**src/design/priority_flow_control_manager_macros.svh**
```systemverilog
// Assertion helpers for the PFC manager.
`ifndef PRIORITY_FLOW_CONTROL_MANAGER_MACROS_SVH
`define PRIORITY_FLOW_CONTROL_MANAGER_MACROS_SVH

// Same-cycle implication, held off during reset.
`define PFCM_ASSERT_NOW(label, clk, rstn, ante, cons) \
    label: assert property (@(posedge clk) disable iff (!rstn) (ante) |-> (cons)) \
        else $error("pfcm assertion failed");

// Next-cycle implication, held off during reset.
`define PFCM_ASSERT_NEXT(label, clk, rstn, ante, cons) \
    label: assert property (@(posedge clk) disable iff (!rstn) (ante) |=> (cons)) \
        else $error("pfcm assertion failed");

`endif

```
**src/design/pfcm_pkg.sv**
```systemverilog
package pfcm_pkg;

    localparam int MAX_PRIO           = 8;
    localparam int DEF_NUM_PRIORITIES = 8;
    localparam int VALUE_W            = 16;
    localparam int CNT_W              = 32;
    localparam int PRIO_W             = 8;
    localparam int CFG_IDX_W          = 3;
    localparam int CFG_DATA_W         = 64;
    localparam int LANES_PER_WORD     = CFG_DATA_W / VALUE_W;

    typedef logic [1:0] cmd_t;
    localparam cmd_t CMD_RX   = 2'd0;
    localparam cmd_t CMD_TICK = 2'd1;
    localparam cmd_t CMD_GEN  = 2'd2;
    localparam cmd_t CMD_READ = 2'd3;

    typedef logic [CFG_IDX_W-1:0] cfg_idx_t;
    localparam cfg_idx_t REG_PFC_ENABLE      = 3'd0;
    localparam cfg_idx_t REG_PRIO_MASK       = 3'd1;
    localparam cfg_idx_t REG_THRESHOLD_LOW   = 3'd2;
    localparam cfg_idx_t REG_THRESHOLD_HIGH  = 3'd3;
    localparam cfg_idx_t REG_PAUSE_TIME_LOW  = 3'd4;
    localparam cfg_idx_t REG_PAUSE_TIME_HIGH = 3'd5;

    localparam logic [VALUE_W-1:0] CNT_IDX_RX         = 16'd0;
    localparam logic [VALUE_W-1:0] CNT_IDX_TX         = 16'd1;
    localparam logic [VALUE_W-1:0] CNT_IDX_PAUSE_BASE = 16'd2;

    typedef struct packed {
        logic               go;
        cmd_t               cmd;
        logic               pfc_en;
        logic [VALUE_W-1:0] quanta;
    } lane_ctrl_t;

    typedef struct packed {
        logic               send;
        logic [VALUE_W-1:0] send_time;
        logic               paused;
    } lane_stat_t;

endpackage

```
**src/design/pfcm_lane.sv**
```systemverilog
module pfcm_lane
    import pfcm_pkg::*;
(
    input  logic               aclk,
    input  logic               aresetn,
    input  lane_ctrl_t         ctrl,
    input  logic               frame_bit,
    input  logic               prio_on,
    input  logic [VALUE_W-1:0] value,
    input  logic [VALUE_W-1:0] threshold,
    input  logic [VALUE_W-1:0] pause_quanta,
    output lane_stat_t         stat,
    output logic [CNT_W-1:0]   total
);

    logic [VALUE_W-1:0] timer_reg, timer_next;
    logic [CNT_W-1:0]   total_reg, total_next;
    logic               signalled_reg, signalled_next;
    logic [VALUE_W-1:0] elapsed;
    logic               send;
    logic [VALUE_W-1:0] send_time;

    always_comb begin
        timer_next     = timer_reg;
        total_next     = total_reg;
        signalled_next = signalled_reg;
        send           = 1'b0;
        send_time      = '0;
        elapsed        = (ctrl.quanta >= timer_reg) ? timer_reg : ctrl.quanta;
        if (ctrl.go) begin
            if (ctrl.cmd == CMD_RX) begin
                if (ctrl.pfc_en && prio_on && frame_bit) begin
                    timer_next = value;
                end
            end else if (ctrl.cmd == CMD_TICK) begin
                timer_next = timer_reg - elapsed;
                total_next = total_reg + CNT_W'(elapsed);
            end else if (ctrl.cmd == CMD_GEN && ctrl.pfc_en && prio_on) begin
                if (value >= threshold && !signalled_reg) begin
                    send           = 1'b1;
                    send_time      = pause_quanta;
                    signalled_next = 1'b1;
                end else if (value < (threshold >> 1) && signalled_reg) begin
                    send           = 1'b1;
                    signalled_next = 1'b0;
                end
            end
        end
    end

    always_ff @(posedge aclk) begin
        if (!aresetn) begin
            timer_reg     <= '0;
            total_reg     <= '0;
            signalled_reg <= 1'b0;
        end else begin
            timer_reg     <= timer_next;
            total_reg     <= total_next;
            signalled_reg <= signalled_next;
        end
    end

    assign stat.send      = send;
    assign stat.send_time = send_time;
    assign stat.paused    = prio_on && (timer_next != '0);
    assign total          = total_reg;

endmodule

```
**src/design/priority_flow_control_manager.sv**
```systemverilog
// Priority flow control manager.
// Input channel (s_valid/s_ready) carries one command per transaction: receive
// a PFC frame, tick the pause timers, sample queue depths and build a frame,
// or read a counter. Result channel (m_valid/m_ready) returns exactly one
// result per command with the paused mask, the generated frame fields and the
// counter read.
// Configuration port (cfg_valid/cfg_ready, cfg_index, cfg_data) is always
// ready; write it only while no command is in flight.
// A command accepted into the input register moves on to the result register,
// which raises m_valid, once the result register is free or being read.
// Throughput is one command per cycle while the result channel is not stalled.
// A stalled result holds in the result register while one more command waits
// in the input register; s_ready drops only when both are full.
// Reset clears all timers, sent flags, counters and configuration registers.
module priority_flow_control_manager
    import pfcm_pkg::*;
#(
    parameter int NUM_PRIORITIES = DEF_NUM_PRIORITIES
) (
    input  logic                  aclk,
    input  logic                  aresetn,
    input  logic                  s_valid,
    output logic                  s_ready,
    input  logic [1:0]            s_command,
    input  logic [PRIO_W-1:0]     s_frame_priorities,
    input  logic [VALUE_W-1:0]    s_quanta,
    input  logic [VALUE_W-1:0]    s_value_0,
    input  logic [VALUE_W-1:0]    s_value_1,
    input  logic [VALUE_W-1:0]    s_value_2,
    input  logic [VALUE_W-1:0]    s_value_3,
    input  logic [VALUE_W-1:0]    s_value_4,
    input  logic [VALUE_W-1:0]    s_value_5,
    input  logic [VALUE_W-1:0]    s_value_6,
    input  logic [VALUE_W-1:0]    s_value_7,
    output logic                  m_valid,
    input  logic                  m_ready,
    output logic                  m_send_valid,
    output logic [PRIO_W-1:0]     m_send_priorities,
    output logic [VALUE_W-1:0]    m_send_time_0,
    output logic [VALUE_W-1:0]    m_send_time_1,
    output logic [VALUE_W-1:0]    m_send_time_2,
    output logic [VALUE_W-1:0]    m_send_time_3,
    output logic [VALUE_W-1:0]    m_send_time_4,
    output logic [VALUE_W-1:0]    m_send_time_5,
    output logic [VALUE_W-1:0]    m_send_time_6,
    output logic [VALUE_W-1:0]    m_send_time_7,
    output logic [PRIO_W-1:0]     m_paused_mask,
    output logic [CNT_W-1:0]      m_counter_value,
    input  logic                  cfg_valid,
    output logic                  cfg_ready,
    input  logic [CFG_IDX_W-1:0]  cfg_index,
    input  logic [CFG_DATA_W-1:0] cfg_data
);

`include "priority_flow_control_manager_macros.svh"

    // configuration
    logic                  pfc_en_reg;
    logic [PRIO_W-1:0]     prio_mask_reg;
    logic [CFG_DATA_W-1:0] thr_lo_reg, thr_hi_reg;
    logic [CFG_DATA_W-1:0] ptime_lo_reg, ptime_hi_reg;

    assign cfg_ready = 1'b1;

    always_ff @(posedge aclk) begin
        if (!aresetn) begin
            pfc_en_reg    <= 1'b0;
            prio_mask_reg <= '0;
            thr_lo_reg    <= '0;
            thr_hi_reg    <= '0;
            ptime_lo_reg  <= '0;
            ptime_hi_reg  <= '0;
        end else if (cfg_valid && cfg_ready) begin
            unique case (cfg_index)
                REG_PFC_ENABLE:      pfc_en_reg    <= cfg_data[0];
                REG_PRIO_MASK:       prio_mask_reg <= cfg_data[PRIO_W-1:0];
                REG_THRESHOLD_LOW:   thr_lo_reg    <= cfg_data;
                REG_THRESHOLD_HIGH:  thr_hi_reg    <= cfg_data;
                REG_PAUSE_TIME_LOW:  ptime_lo_reg  <= cfg_data;
                REG_PAUSE_TIME_HIGH: ptime_hi_reg  <= cfg_data;
                default: ;
            endcase
        end
    end

    // input register
    logic               in_valid_reg, in_valid_next;
    cmd_t               in_cmd_reg;
    logic [PRIO_W-1:0]  in_fbits_reg;
    logic [VALUE_W-1:0] in_quanta_reg;
    logic [VALUE_W-1:0] in_val_reg [MAX_PRIO];
    logic [VALUE_W-1:0] s_val [MAX_PRIO];
    logic               advance, go, s_fire;

    assign s_val[0] = s_value_0;
    assign s_val[1] = s_value_1;
    assign s_val[2] = s_value_2;
    assign s_val[3] = s_value_3;
    assign s_val[4] = s_value_4;
    assign s_val[5] = s_value_5;
    assign s_val[6] = s_value_6;
    assign s_val[7] = s_value_7;

    logic m_valid_reg, m_valid_next;

    assign advance = !m_valid_reg || m_ready;
    assign go      = in_valid_reg && advance;
    assign s_ready = !in_valid_reg || advance;
    assign s_fire  = s_valid && s_ready;

    always_comb begin
        if (s_fire) begin
            in_valid_next = 1'b1;
        end else if (advance) begin
            in_valid_next = 1'b0;
        end else begin
            in_valid_next = in_valid_reg;
        end
    end

    always_ff @(posedge aclk) begin
        if (!aresetn) begin
            in_valid_reg <= 1'b0;
        end else begin
            in_valid_reg <= in_valid_next;
        end
    end

    always_ff @(posedge aclk) begin
        if (s_fire) begin
            in_cmd_reg    <= s_command;
            in_fbits_reg  <= s_frame_priorities;
            in_quanta_reg <= s_quanta;
            in_val_reg    <= s_val;
        end
    end

    // per-priority lanes
    lane_ctrl_t         ctrl;
    lane_stat_t         lane_stat  [MAX_PRIO];
    logic [CNT_W-1:0]   lane_total [NUM_PRIORITIES];
    logic [PRIO_W-1:0]  send_bits;
    logic [PRIO_W-1:0]  paused_bits;

    assign ctrl.go     = go;
    assign ctrl.cmd    = in_cmd_reg;
    assign ctrl.pfc_en = pfc_en_reg;
    assign ctrl.quanta = in_quanta_reg;

    for (genvar p = 0; p < MAX_PRIO; p++) begin : g_lane
        localparam int SLOT = p % LANES_PER_WORD;
        if (p < NUM_PRIORITIES) begin : g_on
            logic [VALUE_W-1:0] thr, ptime;
            assign thr   = (p < LANES_PER_WORD) ? thr_lo_reg[VALUE_W*SLOT +: VALUE_W]
                                                : thr_hi_reg[VALUE_W*SLOT +: VALUE_W];
            assign ptime = (p < LANES_PER_WORD) ? ptime_lo_reg[VALUE_W*SLOT +: VALUE_W]
                                                : ptime_hi_reg[VALUE_W*SLOT +: VALUE_W];
            pfcm_lane u_lane (
                .aclk         (aclk),
                .aresetn      (aresetn),
                .ctrl         (ctrl),
                .frame_bit    (in_fbits_reg[p]),
                .prio_on      (prio_mask_reg[p]),
                .value        (in_val_reg[p]),
                .threshold    (thr),
                .pause_quanta (ptime),
                .stat         (lane_stat[p]),
                .total        (lane_total[p])
            );
        end else begin : g_off
            assign lane_stat[p] = '0;
        end
        assign send_bits[p]   = lane_stat[p].send;
        assign paused_bits[p] = lane_stat[p].paused;
    end

    // global counters
    logic [CNT_W-1:0] rx_cnt_reg, rx_cnt_next;
    logic [CNT_W-1:0] tx_cnt_reg, tx_cnt_next;
    logic             send_any;
    logic             rx_hit;

    assign send_any = |send_bits;
    assign rx_hit   = go && pfc_en_reg && in_cmd_reg == CMD_RX;

    always_comb begin
        rx_cnt_next = rx_cnt_reg;
        tx_cnt_next = tx_cnt_reg;
        if (rx_hit) begin
            rx_cnt_next = rx_cnt_reg + CNT_W'(1);
        end
        if (go && send_any) begin
            tx_cnt_next = tx_cnt_reg + CNT_W'(1);
        end
    end

    always_ff @(posedge aclk) begin
        if (!aresetn) begin
            rx_cnt_reg <= '0;
            tx_cnt_reg <= '0;
        end else begin
            rx_cnt_reg <= rx_cnt_next;
            tx_cnt_reg <= tx_cnt_next;
        end
    end

    // counter read
    logic [CNT_W-1:0] cval;

    always_comb begin
        cval = '0;
        if (in_cmd_reg == CMD_READ) begin
            if (in_val_reg[0] == CNT_IDX_RX) begin
                cval = rx_cnt_reg;
            end else if (in_val_reg[0] == CNT_IDX_TX) begin
                cval = tx_cnt_reg;
            end
            for (int p = 0; p < NUM_PRIORITIES; p++) begin
                if (in_val_reg[0] == CNT_IDX_PAUSE_BASE + VALUE_W'(p)) begin
                    cval = lane_total[p];
                end
            end
        end
    end

    // result register
    logic               res_send_reg;
    logic [PRIO_W-1:0]  res_prio_reg;
    logic [VALUE_W-1:0] res_time_reg [MAX_PRIO];
    logic [PRIO_W-1:0]  res_paused_reg;
    logic [CNT_W-1:0]   res_cval_reg;

    always_comb begin
        if (go) begin
            m_valid_next = 1'b1;
        end else if (m_ready) begin
            m_valid_next = 1'b0;
        end else begin
            m_valid_next = m_valid_reg;
        end
    end

    always_ff @(posedge aclk) begin
        if (!aresetn) begin
            m_valid_reg <= 1'b0;
        end else begin
            m_valid_reg <= m_valid_next;
        end
    end

    always_ff @(posedge aclk) begin
        if (go) begin
            res_send_reg   <= send_any;
            res_prio_reg   <= send_bits;
            res_paused_reg <= paused_bits;
            res_cval_reg   <= cval;
            for (int p = 0; p < MAX_PRIO; p++) begin
                res_time_reg[p] <= lane_stat[p].send_time;
            end
        end
    end

    assign m_valid           = m_valid_reg;
    assign m_send_valid      = res_send_reg;
    assign m_send_priorities = res_prio_reg;
    assign m_send_time_0     = res_time_reg[0];
    assign m_send_time_1     = res_time_reg[1];
    assign m_send_time_2     = res_time_reg[2];
    assign m_send_time_3     = res_time_reg[3];
    assign m_send_time_4     = res_time_reg[4];
    assign m_send_time_5     = res_time_reg[5];
    assign m_send_time_6     = res_time_reg[6];
    assign m_send_time_7     = res_time_reg[7];
    assign m_paused_mask     = res_paused_reg;
    assign m_counter_value   = res_cval_reg;

    `PFCM_ASSERT_NOW(a_send_has_bits, aclk, aresetn, m_valid && m_send_valid, m_send_priorities != '0)
    `PFCM_ASSERT_NOW(a_no_send_no_bits, aclk, aresetn, m_valid && !m_send_valid, m_send_priorities == '0)
    `PFCM_ASSERT_NOW(a_paused_enabled, aclk, aresetn, m_valid, (m_paused_mask & ~prio_mask_reg) == '0)
    `PFCM_ASSERT_NEXT(a_rx_count, aclk, aresetn, rx_hit, rx_cnt_reg == $past(rx_cnt_reg) + CNT_W'(1))
    `PFCM_ASSERT_NEXT(a_result_follows, aclk, aresetn, go, m_valid)

endmodule

```
**config.mk**
```make
export PLATFORM = sky130hd
export DESIGN_NAME = priority_flow_control_manager
export DESIGN_NICKNAME = d
export VERILOG_FILES = /design/src/design/pfcm_pkg.sv /design/src/design/pfcm_lane.sv /design/src/design/priority_flow_control_manager.sv
export VERILOG_INCLUDE_DIRS = /design/src /design/src/design
export SDC_FILE = /design/constraint.sdc
export NUM_CORES = 2
export LEC_CHECK = 0
export ABC_AREA = 1
export BUFFER_PORTS_ARGS = -buffer_cell sky130_fd_sc_hd__buf_2
export CORE_AREA = 2 2 355 357
export DETAILED_ROUTE_END_ITERATION = 7
export DIE_AREA = 0 0 357 359
export HOLD_SLACK_MARGIN = 0.03
export PLACE_DENSITY_LB_ADDON = 0.25
export SLEW_MARGIN = 0
export SYNTH_ARGS = -nofsm -noshare
export SYNTH_HDL_FRONTEND = slang
export SYNTH_HIERARCHICAL = 1
export SYNTH_SLANG_ARGS = --single-unit
export TNS_END_PERCENT = 10
```
**constraint.sdc**
```tcl
create_clock -name aclk -period 6.4 [get_ports aclk]
set_input_delay 0 -clock aclk [delete_from_list [all_inputs] [get_ports aclk]]
set_output_delay 0 -clock aclk [all_outputs]
set_load 0.02 [all_outputs]
```
==> results.json <==
{
  "yosysSeqAreaShare_pct": 34.6,
  "routed_wl_mm": 260,
  "fin_skew_ps": 38.9,
  "path_clk_slew_ps": 70,
  "drt_iter0_drc": 7884,
  "cts_buffer_depth": 3,
  "syn_inst": 9964,
  "cap_violations": 0,
  "via_per_inst": 5.77,
  "async_flop_share_pct": 0,
  "largest_reg_flops": 256,
  "relSlewSlack_pct": 11.0,
  "cts_tree": "done",
  "layout_common_cells": "1840 x nand2_1, 1556 x inv_1, 1307 x nor2_1",
  "start_util_pct": 56.6,
  "nNetsFinal": 11561,
  "grt_pass1_vias": 67419,
  "worstPathMaxFanout": 32,
  "synth_cell_types": 82,
  "min_from": "s_value_3[2]",
  "fin_crit_sh_pct": 86.7,
  "gp_congestion": 1.01,
  "clock_latency_ps": 760,
  "grt_overflow": 0,
  "cts.sinks": 1054,
  "slew_viol_final": 0,
  "numCtsBuffers": 114,
  "setup_violations": 0,
  "post_cts_resized": 0,
  "die_h_um": 359,
  "antenna_found_initial": 15,
  "synth_top_area_share_pct": 20.5,
  "post-route-drc-count": 0,
  "die_width_um": 357,
  "htree_num_levels": 3,
  "grt_max_degree": 162,
  "synth-seq-cells": 1054,
  "dp_hpwl_mm": 191,
  "cts_root_buffer": "clkbuf_16",
  "finalCriticalPeriod_ps": 5550,
  "required_ps": 7070,
  "postCtsSetupBuffers": 0,
  "syn-cell-area_sq_um": 70500,
  "final_common_cell": "nand2_1",
  "grt_setup_unrepaired": "false",
  "avgSynthCellArea_sq_um": 7.08,
  "drive_gt1_share_pct": 9.22,
  "fmax_mhz": 180,
  "arrival_ps": 6220,
  "worstSetupStartpointType": "flip-flop",
  "track_usage_pct": 39.1,
  "dr_total_vias": 71823,
  "syn_nets": 10831,
  "r2r-start": "in_quanta_reg[15]$_DFFE_PP_",
  "coreArea_sq_um": 125000,
  "crit_type": "flip-flop to flip-flop",
  "synth_top_area_cell": "dfxtp_1",
  "cp-end-kind": "flip-flop",
  "status": "completed",
  "finalHoldViolations": 0,
  "avgRoutedWirePerCell_um": 20.8,
  "timing.hold.ws_ps": 99.4,
  "ios": 406,
  "std_cell_rows": 130,
  "worst_pin_slew_ps": 1330,
  "p_leak_nw": 37.2,
  "yosysWarnings": 6,
  "hold_path.class": "input pin to flip-flop",
  "critPathLaunch": "in_quanta_reg[15]$_DFFE_PP_",
  "dr.pass1.iters": 7,
  "hold_buffers": 382,
  "report.power.total_mw": 18.5,
  "synth-edff-count": 331,
  "yosys_most_used_dff": "dfxtp_1",
  "syn2layout_area_growth_pct": 16.2,
  "p_per_area_nw_per_um2": 225,
  "antenna_left": 0,
  "synth_area_leaders": "dfxtp_1 21%, edfxtp_1 14%, ha_1 11%",
  "grt_pass1_wl_mm": 389,
  "die_area_sq_um": 128000,
  "max-vdd-ir-drop_mv": 0.250,
  "portBuffers": 404
}
==> routing by layer <==
metal	vias up	GRT usage [%]	wire (um)	share of wire, %
met2	3603	59.3	110000	43
li1	34104	-	-	-
met1	33382	52.6	108000	41
met4	6	22.6	16900	6.5
met3	728	6.54	24600	9.5
met5	-	0	42	0.016
==> where the power goes <==
group | internal, mW | leakage, nW | switching (mW)
Sequential | 7.13 | 9.14 | 0.292
Clock | 3.85 | 1.88 | 3.05
Combinational | 1.44 | 26.2 | 2.71
==> worst max-delay path, cell delays in order, from the launching register on <==
cell	delay, ps
edfxtp_1	1020
ha_1	390
a21oi_1	140
o21ai_0	90
a21oi_1	210
nand2_1	550
o21ai_0	860
buf_4	250
ha_1	220
nand2_1	70
o2bb2ai_1	190
o21bai_1	100
a21oi_1	490
o21ai_1	250
a21oi_1	230
a21oi_1	90
o21ai_0	140
nand2_1	100
inv_1	60
==> cell type report <==
| class | instances | area (sq um) |
|---|---|---|
| antenna | 13 | 32.5 |
| timing repair buffer | 899 | 6750 |
| sequential | 1054 | 24400 |
| multi-input combinational | 7009 | 38800 |
| fill | 10980 | 42600 |
| inverter | 1616 | 6090 |
| tap | 1650 | 2060 |
| clock inverter | 66 | 718 |
| clock buffer | 151 | 3140 |
==> cell usage after synthesis, types with 7 or more instances <==
cell type and n:
a211oi_1 36, a21boi_0 9, a21o_1 26, a21oi_1 732, a21oi_2 15, a221oi_1 16
a31oi_1 15, and3_1 7, buf_1 12, buf_2 43, buf_4 23, buf_6 15
clkbuf_1 191, clkinv_1 12, clkinv_2 7, dfxtp_1 723, edfxtp_1 331, fa_1 16
ha_1 625, inv_1 1558, inv_2 35, nand2_1 1842, nand2_2 38, nand2_4 13
nand3_1 440, nand3_2 11, nand3b_1 53, nand4_1 119, nor2_1 1309, nor2_2 42
nor2_4 19, nor3_1 134, nor3b_1 9, nor4_1 30, o211ai_1 29, o21a_1 51
o21ai_0 951, o21ai_1 41, o21ai_2 17, o21ai_4 9, o21bai_1 106, o22ai_1 10
or2_2 27, xnor2_1 46, xor2_1 67
==> path summary, 6_finish.rpt <==
path                                                  endpoint  depth (start not counted)  slack [ps]
hold / removal                        in_val_reg[66]$_DFFE_PP_                          2         100
hold reg to reg                    thr_hi_reg[13]$_SDFFE_PN0P_                          2         450
setup reg to reg  g_lane[5].g_on.u_lane/total[11]$_SDFFE_PN0P_                         18         850
setup / recovery  g_lane[5].g_on.u_lane/total[11]$_SDFFE_PN0P_                         18         850
==> through the flow <==
| step | std cells | TNS, ps | area (sq um) | util (%) | worst slack [ps] |
|---|---|---|---|---|---|
| 2_1_floorplan | 9964 | -55.5 | 70600 | - | -55.5 |
| 3_3_place_gp | 11846 | 0 | 74300 | 59.6 | 1170 |
| 3_5_place_dp | 11846 | 0 | 74300 | 59.6 | 1100 |
| 4_1_cts | 12445 | 0 | 82000 | 65.8 | 1060 |
| 5_1_grt | 12449 | 0 | 82000 | 65.8 | 461 |
| 6_report | 12458 | 0 | 82000 | 65.8 | 854 |
==> cell families (layout without fill, tap and decap cells) <==
logic type / Yosys count / after routing / synth area share [%]
simple gates: 4128 / 4128 / 25.0
other cells: 1 / 14 / 0.00532
buf+inv: 1901 / 2732 / 10.5
fa+ha+maj: 641 / 641 / 11.5
compound gates: 2126 / 2126 / 17.0
flops: 1054 / 1054 / 34.6
xor+xnor: 113 / 113 / 1.40
Power figures use the tool's default switching activity.
